--- config.mk ---
export PLATFORM = sky130hd
export DESIGN_NAME = occupancy_grid_bitmap
export DESIGN_NICKNAME = d
export VERILOG_FILES = /design/src/ogb_pkg.sv /design/src/occupancy_grid_bitmap.sv /design/src/ogb_useq.sv
export SDC_FILE = /design/constraint.sdc
export NUM_CORES = 2
export LEC_CHECK = 0
export ABC_CLOCK_PERIOD_IN_PS = 5500
export BUFFER_PORTS_ARGS = -buffer_cell sky130_fd_sc_hd__buf_2
export CORE_AREA = 5 5 393 395
export CTS_CLUSTER_DIAMETER = 50
export CTS_CLUSTER_SIZE = 25
export DETAILED_ROUTE_END_ITERATION = 10
export DIE_AREA = 0 0 398 400
export PLACE_DENSITY = 0.84
export SKIP_LAST_GASP = 1
export SLEW_MARGIN = 25
export SYNTH_ARGS = -nofsm -noshare
export SYNTH_HDL_FRONTEND = slang
export SYNTH_SLANG_ARGS = --single-unit
--- constraint.sdc ---
create_clock -name i_clk -period 5.5 [get_ports i_clk]
set_input_delay 0.55 -clock i_clk [delete_from_list [all_inputs] [get_ports i_clk]]
set_output_delay 0.55 -clock i_clk [all_outputs]
set_load 0.02 [all_outputs]
--- src/ogb_pkg.sv ---
// ----------------------------------------------------------------------------
// ogb_pkg
// Shared types and constants of the occupancy grid bitmap: command and status
// codes, microcode fields and the condition flags passed to the sequencer.
// ----------------------------------------------------------------------------
package ogb_pkg;

    localparam int MAP_WIDTH_DEF   = 40;
    localparam int MAP_LENGTH_DEF  = 40;
    localparam int STORE_WORDS_DEF = 64;

    localparam int WORD_W = 32;
    // signed linear cell index, holds -4096..65791 for 8-bit coordinates
    localparam int LIN_W  = 18;
    // signed cell coordinate, holds -15..255
    localparam int CRD_W  = 10;

    localparam logic [7:0] GAP_RESET = 8'd16;

    typedef enum logic [1:0] {
        CMD_CLEAR  = 2'd0,
        CMD_MARK   = 2'd1,
        CMD_QUERY  = 2'd2,
        CMD_BORDER = 2'd3
    } t_cmd;

    typedef enum logic [1:0] {
        ST_FREE     = 2'd0,
        ST_OCCUPIED = 2'd1,
        ST_OUTSIDE  = 2'd2,
        ST_DONE     = 2'd3
    } t_status;

    // datapath action of one control word
    typedef enum logic [3:0] {
        OP_NONE,
        OP_SWEEP,
        OP_FETCH,
        OP_BASE,
        OP_QCHK,
        OP_QBIT,
        OP_MRD,
        OP_MWR,
        OP_BINIT,
        OP_SET_TOP,
        OP_SET_BOT,
        OP_SET_LEFT,
        OP_SET_RIGHT,
        OP_STEP_W,
        OP_STEP_L,
        OP_DONE
    } t_op;

    typedef enum logic [3:0] {
        C_TRUE,
        C_SWEEP_LAST,
        C_IN_FIRE,
        C_Q_EXIT,
        C_CELL_LAST,
        C_BW_ZERO,
        C_GAP_SKIP,
        C_LOOP_DONE,
        C_OUT_FREE
    } t_cond;

    typedef enum logic [1:0] {
        SQ_BRANCH,
        SQ_CALL,
        SQ_RETURN,
        SQ_DISPATCH
    } t_seq;

    typedef enum logic [4:0] {
        S_INIT,
        S_FETCH,
        S_CLR,
        S_QBASE,
        S_QCHK,
        S_QBIT,
        S_MARK,
        S_MBASE,
        S_MRD,
        S_MWR,
        S_BINIT,
        S_BAGAP,
        S_BATOP,
        S_BABOT,
        S_BASTEP,
        S_BBLEFT,
        S_BBRIGHT,
        S_BBSTEP,
        S_DONE
    } t_step;

    typedef struct packed {
        t_op   op;
        t_cond cond;
        t_seq  seq;
        t_step tgt;
        t_step alt;
        t_step ret;
    } t_uword;

    typedef struct packed {
        logic sweep_last;
        logic in_fire;
        logic q_exit;
        logic cell_last;
        logic bw_zero;
        logic gap_skip;
        logic loop_done;
        logic out_free;
    } t_flags;

endpackage

--- src/occupancy_grid_bitmap.sv ---
// ----------------------------------------------------------------------------
// occupancy_grid_bitmap
// One-bit-per-cell obstacle map in a word memory, run by a microcoded
// sequencer: clear, 3x3 mark, cell query and border frame.
// ----------------------------------------------------------------------------
// After reset the block sweeps the map to zero, one word per cycle, before it
// takes the first command. Commands are taken one at a time and each gives one
// status transaction. Every cell write is a read-modify-write on the word memory
// (read, then write). A query ends without reading its bit when the cell lies
// outside the map or beyond the store. Border issues
// 2*border_width*(MAP_WIDTH+MAP_LENGTH+2) marks, fewer on top rows whose x lies
// at or below the collection gap. A new command is taken while the previous
// status still waits on the master side.
module occupancy_grid_bitmap #(
    parameter int MAP_WIDTH   = ogb_pkg::MAP_WIDTH_DEF,
    parameter int MAP_LENGTH  = ogb_pkg::MAP_LENGTH_DEF,
    parameter int STORE_WORDS = ogb_pkg::STORE_WORDS_DEF
) (
    input  logic        i_clk,
    input  logic        i_rst_n,
    input  logic        i_cfg_wr_en,
    input  logic [7:0]  i_cfg_wr_data,   // collection_gap
    input  logic        s_axis_tvalid,
    output logic        s_axis_tready,
    input  logic [23:0] s_axis_tdata,    // x_coord[7:0], y_coord[15:8], border_width[19:16]
    input  logic [1:0]  s_axis_tuser,    // command[1:0]
    output logic        m_axis_tvalid,
    input  logic        m_axis_tready,
    output logic [7:0]  m_axis_tdata     // cell_status[1:0]
);
    import ogb_pkg::*;

    localparam int AW = (STORE_WORDS > 1) ? $clog2(STORE_WORDS) : 1;
    localparam logic [AW-1:0] LAST_ADDR = AW'(STORE_WORDS - 1);
    localparam logic signed [LIN_W-1:0] W_LIN      = LIN_W'(MAP_WIDTH);
    localparam logic signed [LIN_W-1:0] STORE_BITS = LIN_W'(STORE_WORDS * WORD_W);
    localparam logic signed [CRD_W-1:0] W_CRD = CRD_W'(MAP_WIDTH);
    localparam logic signed [CRD_W-1:0] L_CRD = CRD_W'(MAP_LENGTH);
    localparam logic [7:0] W_U8 = 8'(MAP_WIDTH);
    localparam logic [7:0] L_U8 = 8'(MAP_LENGTH);

    t_op    w_op;
    t_flags w_flags;
    t_cmd   w_cmd;

    logic [WORD_W-1:0] mem [STORE_WORDS];
    logic [WORD_W-1:0] r_rd_data;

    logic [7:0]              r_gap;
    logic [AW-1:0]           r_addr;
    logic                    r_out_valid;
    t_status                 r_out_status;
    t_status                 r_status;
    logic signed [CRD_W-1:0] r_cx;
    logic signed [CRD_W-1:0] r_cy;
    logic [3:0]              r_bw;
    logic [7:0]              r_i;
    logic [3:0]              r_j;
    logic [1:0]              r_dx;
    logic [1:0]              r_dy;
    logic signed [LIN_W-1:0] r_base;
    logic [AW-1:0]           r_waddr;
    logic [4:0]              r_wbit;
    logic                    r_lin_ok;
    logic [4:0]              r_qbit;

    logic                    in_fire;
    logic signed [LIN_W-1:0] off_y;
    logic signed [LIN_W-1:0] off_x;
    logic signed [LIN_W-1:0] lin;
    logic                    lin_ok;
    logic                    base_ok;
    logic                    q_outside;
    logic [AW-1:0]           rd_addr;
    logic                    mem_we;
    logic [AW-1:0]           mem_waddr;
    logic [WORD_W-1:0]       mem_wdata;
    logic [7:0]              i_limit;
    logic                    j_last;
    logic                    i_at_limit;

    ogb_useq u_seq (
        .i_clk   (i_clk),
        .i_rst_n (i_rst_n),
        .i_flags (w_flags),
        .i_cmd   (w_cmd),
        .o_op    (w_op)
    );

    assign w_cmd         = t_cmd'(s_axis_tuser);
    assign s_axis_tready = (w_op == OP_FETCH);
    assign in_fire       = s_axis_tvalid && s_axis_tready;
    assign m_axis_tvalid = r_out_valid;
    assign m_axis_tdata  = {6'd0, r_out_status};

    // neighbor offset of the current cell of the 3x3 block
    always_comb begin
        case (r_dy)
            2'd0:    off_y = -W_LIN;
            2'd1:    off_y = '0;
            default: off_y = W_LIN;
        endcase
        case (r_dx)
            2'd0:    off_x = -LIN_W'(1);
            2'd1:    off_x = '0;
            default: off_x = LIN_W'(1);
        endcase
    end

    assign lin       = r_base + off_y + off_x;
    assign lin_ok    = !lin[LIN_W-1] && (lin < STORE_BITS);
    assign base_ok   = !r_base[LIN_W-1] && (r_base < STORE_BITS);
    assign q_outside = (r_cx > W_CRD) || (r_cy > L_CRD);
    assign rd_addr   = (w_op == OP_QCHK) ? r_base[AW+4:5] : lin[AW+4:5];

    assign i_limit    = (w_op == OP_STEP_L) ? L_U8 : W_U8;
    assign j_last     = (r_j == r_bw - 4'd1);
    assign i_at_limit = (r_i == i_limit);

    always_comb begin
        w_flags.sweep_last = (r_addr == LAST_ADDR);
        w_flags.in_fire    = in_fire;
        w_flags.q_exit     = q_outside || !base_ok;
        w_flags.cell_last  = (r_dx == 2'd2) && (r_dy == 2'd2);
        w_flags.bw_zero    = (r_bw == 4'd0);
        w_flags.gap_skip   = (r_i <= r_gap);
        w_flags.loop_done  = j_last && i_at_limit;
        w_flags.out_free   = !r_out_valid || m_axis_tready;
    end

    always_comb begin
        mem_we    = 1'b0;
        mem_waddr = r_waddr;
        mem_wdata = r_rd_data | (WORD_W'(1) << r_wbit);
        case (w_op)
            OP_SWEEP: begin
                mem_we    = 1'b1;
                mem_waddr = r_addr;
                mem_wdata = '0;
            end
            OP_MWR: begin
                mem_we = r_lin_ok;
            end
            default: begin
                mem_we = 1'b0;
            end
        endcase
    end

    always_ff @(posedge i_clk) begin
        if (mem_we) begin
            mem[mem_waddr] <= mem_wdata;
        end
        r_rd_data <= mem[rd_addr];
    end

    // control registers
    always_ff @(posedge i_clk) begin
        if (!i_rst_n) begin
            r_gap       <= GAP_RESET;
            r_addr      <= '0;
            r_out_valid <= 1'b0;
        end else begin
            if (i_cfg_wr_en) begin
                r_gap <= i_cfg_wr_data;
            end
            if (w_op == OP_SWEEP) begin
                r_addr <= w_flags.sweep_last ? '0 : r_addr + AW'(1);
            end
            if (w_op == OP_DONE && w_flags.out_free) begin
                r_out_valid <= 1'b1;
            end else if (m_axis_tready) begin
                r_out_valid <= 1'b0;
            end
        end
    end

    // datapath registers
    always_ff @(posedge i_clk) begin
        case (w_op)
            OP_FETCH: begin
                if (in_fire) begin
                    r_cx     <= $signed(CRD_W'(s_axis_tdata[7:0]));
                    r_cy     <= $signed(CRD_W'(s_axis_tdata[15:8]));
                    r_bw     <= s_axis_tdata[19:16];
                    r_status <= ST_DONE;
                end
            end
            OP_BASE: begin
                r_base <= LIN_W'(r_cy) * W_LIN + LIN_W'(r_cx);
                r_dx   <= 2'd0;
                r_dy   <= 2'd0;
            end
            OP_QCHK: begin
                r_qbit <= r_base[4:0];
                if (q_outside) begin
                    r_status <= ST_OUTSIDE;
                end else if (!base_ok) begin
                    r_status <= ST_OCCUPIED;
                end
            end
            OP_QBIT: begin
                r_status <= r_rd_data[r_qbit] ? ST_OCCUPIED : ST_FREE;
            end
            OP_MRD: begin
                r_waddr  <= lin[AW+4:5];
                r_wbit   <= lin[4:0];
                r_lin_ok <= lin_ok;
            end
            OP_MWR: begin
                if (r_dx == 2'd2) begin
                    r_dx <= 2'd0;
                    r_dy <= r_dy + 2'd1;
                end else begin
                    r_dx <= r_dx + 2'd1;
                end
            end
            OP_BINIT: begin
                r_i <= '0;
                r_j <= '0;
            end
            OP_SET_TOP: begin
                r_cx <= $signed(CRD_W'(r_i));
                r_cy <= $signed(CRD_W'(r_j));
            end
            OP_SET_BOT: begin
                r_cx <= $signed(CRD_W'(r_i));
                r_cy <= L_CRD - $signed(CRD_W'(r_j));
            end
            OP_SET_LEFT: begin
                r_cx <= $signed(CRD_W'(r_j));
                r_cy <= $signed(CRD_W'(r_i));
            end
            OP_SET_RIGHT: begin
                r_cx <= W_CRD - $signed(CRD_W'(r_j));
                r_cy <= $signed(CRD_W'(r_i));
            end
            OP_STEP_W, OP_STEP_L: begin
                if (j_last) begin
                    r_j <= '0;
                    r_i <= i_at_limit ? 8'd0 : r_i + 8'd1;
                end else begin
                    r_j <= r_j + 4'd1;
                end
            end
            OP_DONE: begin
                if (w_flags.out_free) begin
                    r_out_status <= r_status;
                end
            end
            default: begin
            end
        endcase
    end

    // a taken command always leaves the fetch step
    a_fetch_leaves: assert property (@(posedge i_clk) disable iff (!i_rst_n)
        in_fire |=> (w_op != OP_FETCH))
        else $error("sequencer stayed in fetch after a command transaction");

    // every clearing sweep finishes with the address back at zero
    a_sweep_rewound: assert property (@(posedge i_clk) disable iff (!i_rst_n)
        (w_op == OP_FETCH) |-> (r_addr == '0))
        else $error("clear sweep address not rewound");

    // a cell write always follows its read
    a_rmw_order: assert property (@(posedge i_clk) disable iff (!i_rst_n)
        (w_op == OP_MWR) |-> ($past(w_op) == OP_MRD))
        else $error("cell write without preceding read");

    a_query_outside: assert property (@(posedge i_clk) disable iff (!i_rst_n)
        (w_op == OP_QCHK && q_outside) |=> (r_status == ST_OUTSIDE))
        else $error("out of bounds query not reported as outside");

endmodule

--- src/ogb_useq.sv ---
// ----------------------------------------------------------------------------
// ogb_useq
// Microcode sequencer: step counter, one-level return register and the
// control store that drives the occupancy grid datapath.
// ----------------------------------------------------------------------------
module ogb_useq (
    input  logic            i_clk,
    input  logic            i_rst_n,
    input  ogb_pkg::t_flags i_flags,
    input  ogb_pkg::t_cmd   i_cmd,
    output ogb_pkg::t_op    o_op
);
    import ogb_pkg::*;

    function automatic t_uword uw(input t_op op, input t_cond cond, input t_seq seq,
                                  input t_step tgt, input t_step alt, input t_step ret);
        t_uword w;
        w.op   = op;
        w.cond = cond;
        w.seq  = seq;
        w.tgt  = tgt;
        w.alt  = alt;
        w.ret  = ret;
        return w;
    endfunction

    // control store
    function automatic t_uword ucode(input t_step s);
        t_uword w;
        unique case (s)
            S_INIT:    w = uw(OP_SWEEP, C_SWEEP_LAST, SQ_BRANCH, S_FETCH, S_INIT, S_DONE);
            S_FETCH:   w = uw(OP_FETCH, C_IN_FIRE, SQ_DISPATCH, S_FETCH, S_FETCH, S_DONE);
            S_CLR:     w = uw(OP_SWEEP, C_SWEEP_LAST, SQ_BRANCH, S_DONE, S_CLR, S_DONE);
            S_QBASE:   w = uw(OP_BASE, C_TRUE, SQ_BRANCH, S_QCHK, S_QCHK, S_DONE);
            S_QCHK:    w = uw(OP_QCHK, C_Q_EXIT, SQ_BRANCH, S_DONE, S_QBIT, S_DONE);
            S_QBIT:    w = uw(OP_QBIT, C_TRUE, SQ_BRANCH, S_DONE, S_DONE, S_DONE);
            S_MARK:    w = uw(OP_NONE, C_TRUE, SQ_CALL, S_MBASE, S_MBASE, S_DONE);
            S_MBASE:   w = uw(OP_BASE, C_TRUE, SQ_BRANCH, S_MRD, S_MRD, S_DONE);
            S_MRD:     w = uw(OP_MRD, C_TRUE, SQ_BRANCH, S_MWR, S_MWR, S_DONE);
            S_MWR:     w = uw(OP_MWR, C_CELL_LAST, SQ_RETURN, S_DONE, S_MRD, S_DONE);
            S_BINIT:   w = uw(OP_BINIT, C_BW_ZERO, SQ_BRANCH, S_DONE, S_BAGAP, S_DONE);
            S_BAGAP:   w = uw(OP_NONE, C_GAP_SKIP, SQ_BRANCH, S_BABOT, S_BATOP, S_DONE);
            S_BATOP:   w = uw(OP_SET_TOP, C_TRUE, SQ_CALL, S_MBASE, S_MBASE, S_BABOT);
            S_BABOT:   w = uw(OP_SET_BOT, C_TRUE, SQ_CALL, S_MBASE, S_MBASE, S_BASTEP);
            S_BASTEP:  w = uw(OP_STEP_W, C_LOOP_DONE, SQ_BRANCH, S_BBLEFT, S_BAGAP, S_DONE);
            S_BBLEFT:  w = uw(OP_SET_LEFT, C_TRUE, SQ_CALL, S_MBASE, S_MBASE, S_BBRIGHT);
            S_BBRIGHT: w = uw(OP_SET_RIGHT, C_TRUE, SQ_CALL, S_MBASE, S_MBASE, S_BBSTEP);
            S_BBSTEP:  w = uw(OP_STEP_L, C_LOOP_DONE, SQ_BRANCH, S_DONE, S_BBLEFT, S_DONE);
            S_DONE:    w = uw(OP_DONE, C_OUT_FREE, SQ_BRANCH, S_FETCH, S_DONE, S_DONE);
            default:   w = uw(OP_NONE, C_TRUE, SQ_BRANCH, S_INIT, S_INIT, S_DONE);
        endcase
        return w;
    endfunction

    t_step  r_pc;
    t_step  n_pc;
    t_step  r_ret;
    t_step  n_ret;
    t_uword w_uw;
    logic   w_cond_ok;
    t_step  w_disp;

    assign w_uw = ucode(r_pc);
    assign o_op = w_uw.op;

    always_comb begin
        case (w_uw.cond)
            C_SWEEP_LAST: w_cond_ok = i_flags.sweep_last;
            C_IN_FIRE:    w_cond_ok = i_flags.in_fire;
            C_Q_EXIT:     w_cond_ok = i_flags.q_exit;
            C_CELL_LAST:  w_cond_ok = i_flags.cell_last;
            C_BW_ZERO:    w_cond_ok = i_flags.bw_zero;
            C_GAP_SKIP:   w_cond_ok = i_flags.gap_skip;
            C_LOOP_DONE:  w_cond_ok = i_flags.loop_done;
            C_OUT_FREE:   w_cond_ok = i_flags.out_free;
            default:      w_cond_ok = 1'b1;
        endcase
    end

    always_comb begin
        unique case (i_cmd)
            CMD_CLEAR:  w_disp = S_CLR;
            CMD_MARK:   w_disp = S_MARK;
            CMD_QUERY:  w_disp = S_QBASE;
            CMD_BORDER: w_disp = S_BINIT;
            default:    w_disp = S_FETCH;
        endcase
    end

    always_comb begin
        n_ret = r_ret;
        unique case (w_uw.seq)
            SQ_BRANCH:   n_pc = w_cond_ok ? w_uw.tgt : w_uw.alt;
            SQ_CALL: begin
                n_pc  = w_uw.tgt;
                n_ret = w_uw.ret;
            end
            SQ_RETURN:   n_pc = w_cond_ok ? r_ret : w_uw.alt;
            SQ_DISPATCH: n_pc = w_cond_ok ? w_disp : w_uw.alt;
            default:     n_pc = S_INIT;
        endcase
    end

    always_ff @(posedge i_clk) begin
        if (!i_rst_n) begin
            r_pc  <= S_INIT;
            r_ret <= S_DONE;
        end else begin
            r_pc  <= n_pc;
            r_ret <= n_ret;
        end
    end

endmodule
==> flow_summary.ini <==
[yosys]
synth-xor-area-share_pct = 0.3498
synthArstFlopShare_pct = 0
synthesis.instances = 6700
yosys-mux-area-fraction_pct = 3.156
synth_cell_types = 91
synth_top_family_by_area = simple AND/OR/NAND/NOR gates
syn_area_um2 = 89410
ys_seq_area_share_pct = 72.88
synthAdderAreaFrac_pct = 1.254
synth.avg_cell_area_um2 = 13.35
synth-simple-area-share_pct = 15.35
synthTopCellsByArea = edfxtp_1 71%, nand2_1 7.3%, nand3_1 4.8%
synth_top_area_share_pct = 71.20
synth_compound_area_share_pct = 4.740
yosys_most_used_dff = edfxtp_1
ys_ff_latch = 2195
synth_area_leader_cell = edfxtp_1
synth_edf_count = 2120
yosysWarnings = 0

[global_route]
track_usage_pct = 29.99
grt_pass1_vias = 58470
antenna_found_initial = 8
grt_pass1_wl_um = 356000
grt-ovfl-total = 0
grt_max_degree = 94

[placement]
preCtsSetupSlack_ns = 0.2707
gp_congestion = 0.9534
portBuffers = 38
hpwl_um = 138600

[sta]
finalClockSkew_ns = 0.05608
hold_viol_final = 0
slew_violations = 0
fin_crit_ns = 5.386
rsz0062_at_grt = yes
finalCritPeriodShare_pct = 97.92
slew_headroom_pct = 22.86
tns_ns = 0
setup_slack_ns = 0.1142
worstMarginPinSlew_ns = 1.154
setup_viol = 0
max_clock_freq_ghz = 0.1857

[setup_path]
slowest_delay_ns = 0.52
critical_path_required_ns = 6.23
path_max_fanout = 15
cp_common_cell = inv_1
critPathKind = flop to flop
critPathLaunchType = flop
crit_family = compound AO/OA/AOI/OAI gates
reg2regPathDepth = 18
arrival_ns = 6.11
crit_path_end_kind = flop
slowest_stage = fa_1
critPathBufInv = 5
crit_chain = inv_1 -> ha_1 -> inv_1 -> fa_1 -> inv_1 -> ha_1 -> a211oi_2 -> o21ai_1 -> a2111oi_4 -> or3_1 -> nand2_1 -> o21bai_4 -> buf_12 -> buf_4 -> nand3_1 -> nand2_1 -> o221ai_1 -> a221oi_1
crit_cells = 18

[clock_network]
ctsHtreeMaxLevel = 4
clk_pin_slew_ns = 0.08
clock_sinks = 2195
ctsLongestPathBuffers = 3
clock_latency_ns = 0.84
numCtsBuffers = 150
cts-root-buf = clkbuf_16
cts_tree = done

[floorplan]
die_x_um = 398
initial_core_util_pct = 59.28
dieArea_um2 = 159200
die_h_um = 400
ioPinCount = 49
rows = 143
core_um2 = 150800

[route]
routedWlPerCell_um = 27.09
vias_per_cell = 6.620
drt_first_iter_violations = 8547
via_count = 58960
ant_nets = 0
firstDrtPassIters = 6
wirelength_um = 241300
drc = 0

[run_status]
status = complete, no violations

[worst_hold_path]
hold_depth = 3
min_path_type = primary input to flop

[layout]
syn_to_final_growth_pct = 11.40
drive_above_1_share_pct = 11.41
final_nets = 6867
final.fill_count = 9441

[job]
cap_viol_max_count = 0
-- state kept, by name (all words and copies together), names as in the netlist --
register       cells
m_axis_tvalid      1
mem             2048
r_addr             6
r_base            15
r_bw               4
r_cx               8
r_cy               8
r_dx               2
r_dy               2
r_gap              8
r_i                8
r_j                4
r_lin_ok           1
r_out_status       2
r_qbit             5
r_rd_data         32
r_status           2
r_waddr            6
r_wbit             5
u_seq.r_ret        4
u_seq.w_uw        24
-- metal layers --
layer  GRT usage, %  vias to the layer above  wire length [um]
met5              0                        -                13
met4          19.47                        2             18430
met3          8.146                      904             32850
met2          47.44                     4556            112300
met1          36.73                    28650             77700
li1               -                    24850                 -
-- kinds of logic after synthesis --
logic type | count (synthesis)
and+or+nand+nor | 3135
DFF | 2195
AOI/OAI and AO/OA | 586
buffers and inverters | 479
muxes | 190
adders and majority gates | 80
xor gates and xnor gates | 34
other | 1
-- final cells by class --
type	instances	area, um^2	area share, %
flip-flops and latches	2195	65160	65.42
clock buffers	158	3847	3.863
well taps	2030	2540	2.550
diodes	3	7.507	0.007537
clock inverters	120	1585	1.591
inverters	64	242.7	0.2437
repair buffers	305	3010	3.022
multi-input cells	4032	23210	23.30
-- path summary, 6_finish.rpt --
kind	endpoint	slack [ns]	startpoint
min reg2reg	r_out_status[1]$_DFFE_PP_	0.45	r_status[1]$_SDFFCE_PN1P_
max	r_rd_data[31]$_DFF_P_	0.11	r_dx[0]$_SDFFCE_PP0P_
max reg2reg	r_rd_data[31]$_DFF_P_	0.11	r_dx[0]$_SDFFCE_PP0P_
min	r_cx[1]$_DFFE_PP_	0.06	s_axis_tdata[1]
-- per-stage QoR --
| stage | hold WS (ns) | cell area (um^2) | utilization (%) | cells |
|---|---|---|---|---|
| after global placement | 0.4141 | 93770 | 62.17 | 8599 |
| after CTS | 0.008328 | 99440 | 65.93 | 8899 |
| final | 0.06229 | 99610 | 66.04 | 8907 |
| after floorplan | 0.4003 | 89440 | - | 6706 |
| after detailed placement | 0.4240 | 93790 | 62.18 | 8600 |
| after global routing | 0.06529 | 99600 | 66.04 | 8904 |
-- worst min-delay path, stage by stage --
cell     delay [ns]
buf_2          0.08
a32oi_1        0.07
o21ai_0        0.07
-- Yosys cell counts (5+ instances only) --
| cell | n |
|---|---|
| buf_2 | 105 |
| nor2b_1 | 14 |
| nand4_1 | 40 |
| dfxtp_1 | 75 |
| nor3_1 | 49 |
| nor3b_1 | 5 |
| a32oi_1 | 96 |
| o22ai_1 | 7 |
| o21ai_0 | 23 |
| nand2b_1 | 70 |
| nor2_1 | 208 |
| and2_1 | 12 |
| ha_1 | 64 |
| buf_1 | 54 |
| a21o_1 | 11 |
| nand2_1 | 1728 |
| o221ai_1 | 35 |
| o21ai_1 | 8 |
| a32o_1 | 6 |
| a211oi_1 | 12 |
| clkbuf_1 | 232 |
| o21a_1 | 12 |
| a311oi_1 | 68 |
| xnor2_1 | 19 |
| o31ai_1 | 7 |
| edfxtp_1 | 2120 |
| buf_4 | 21 |
| fa_1 | 16 |
| a21oi_1 | 190 |
| or3_1 | 36 |
| a211o_1 | 5 |
| inv_1 | 63 |
| nand3_1 | 856 |
| xor2_1 | 14 |
| o211ai_1 | 7 |
| mux2i_1 | 115 |
| mux4_2 | 73 |
| and3_1 | 73 |
| a31oi_1 | 17 |
| a221oi_1 | 32 |
| nand3b_1 | 15 |
-- cell usage in the layout, fill, tap and decap left out, drive strengths merged, types with 47 or more instances in the layout --
cell type | synthesis | routed
ha | 64 | 64
a311oi | 68 | 68
edfxtp | 2120 | 2120
nor3 | 50 | 50
dfxtp | 75 | 75
clkinv | 0 | 47
nand2 | 1728 | 1728
and3 | 73 | 73
clkbuf | 232 | 158
nor2 | 210 | 210
nand2b | 70 | 70
mux4 | 73 | 73
mux2i | 115 | 115
buf | 183 | 284
a32oi | 96 | 96
a21oi | 191 | 191
nand3 | 856 | 856
inv | 64 | 118
-- what timing repair did --
action                                 in CTS  in global routing
hold buffers                               21                  0
setup endpoints to repair                   0                 28
endpoints found under the hold margin      21                  0
gates resized for setup                     0                 16
buffers inserted                            0                  5
Power is left out: the tool's default activity adds up to more than one toggle a clock period on the data nets, which glitch-free logic cannot reach.
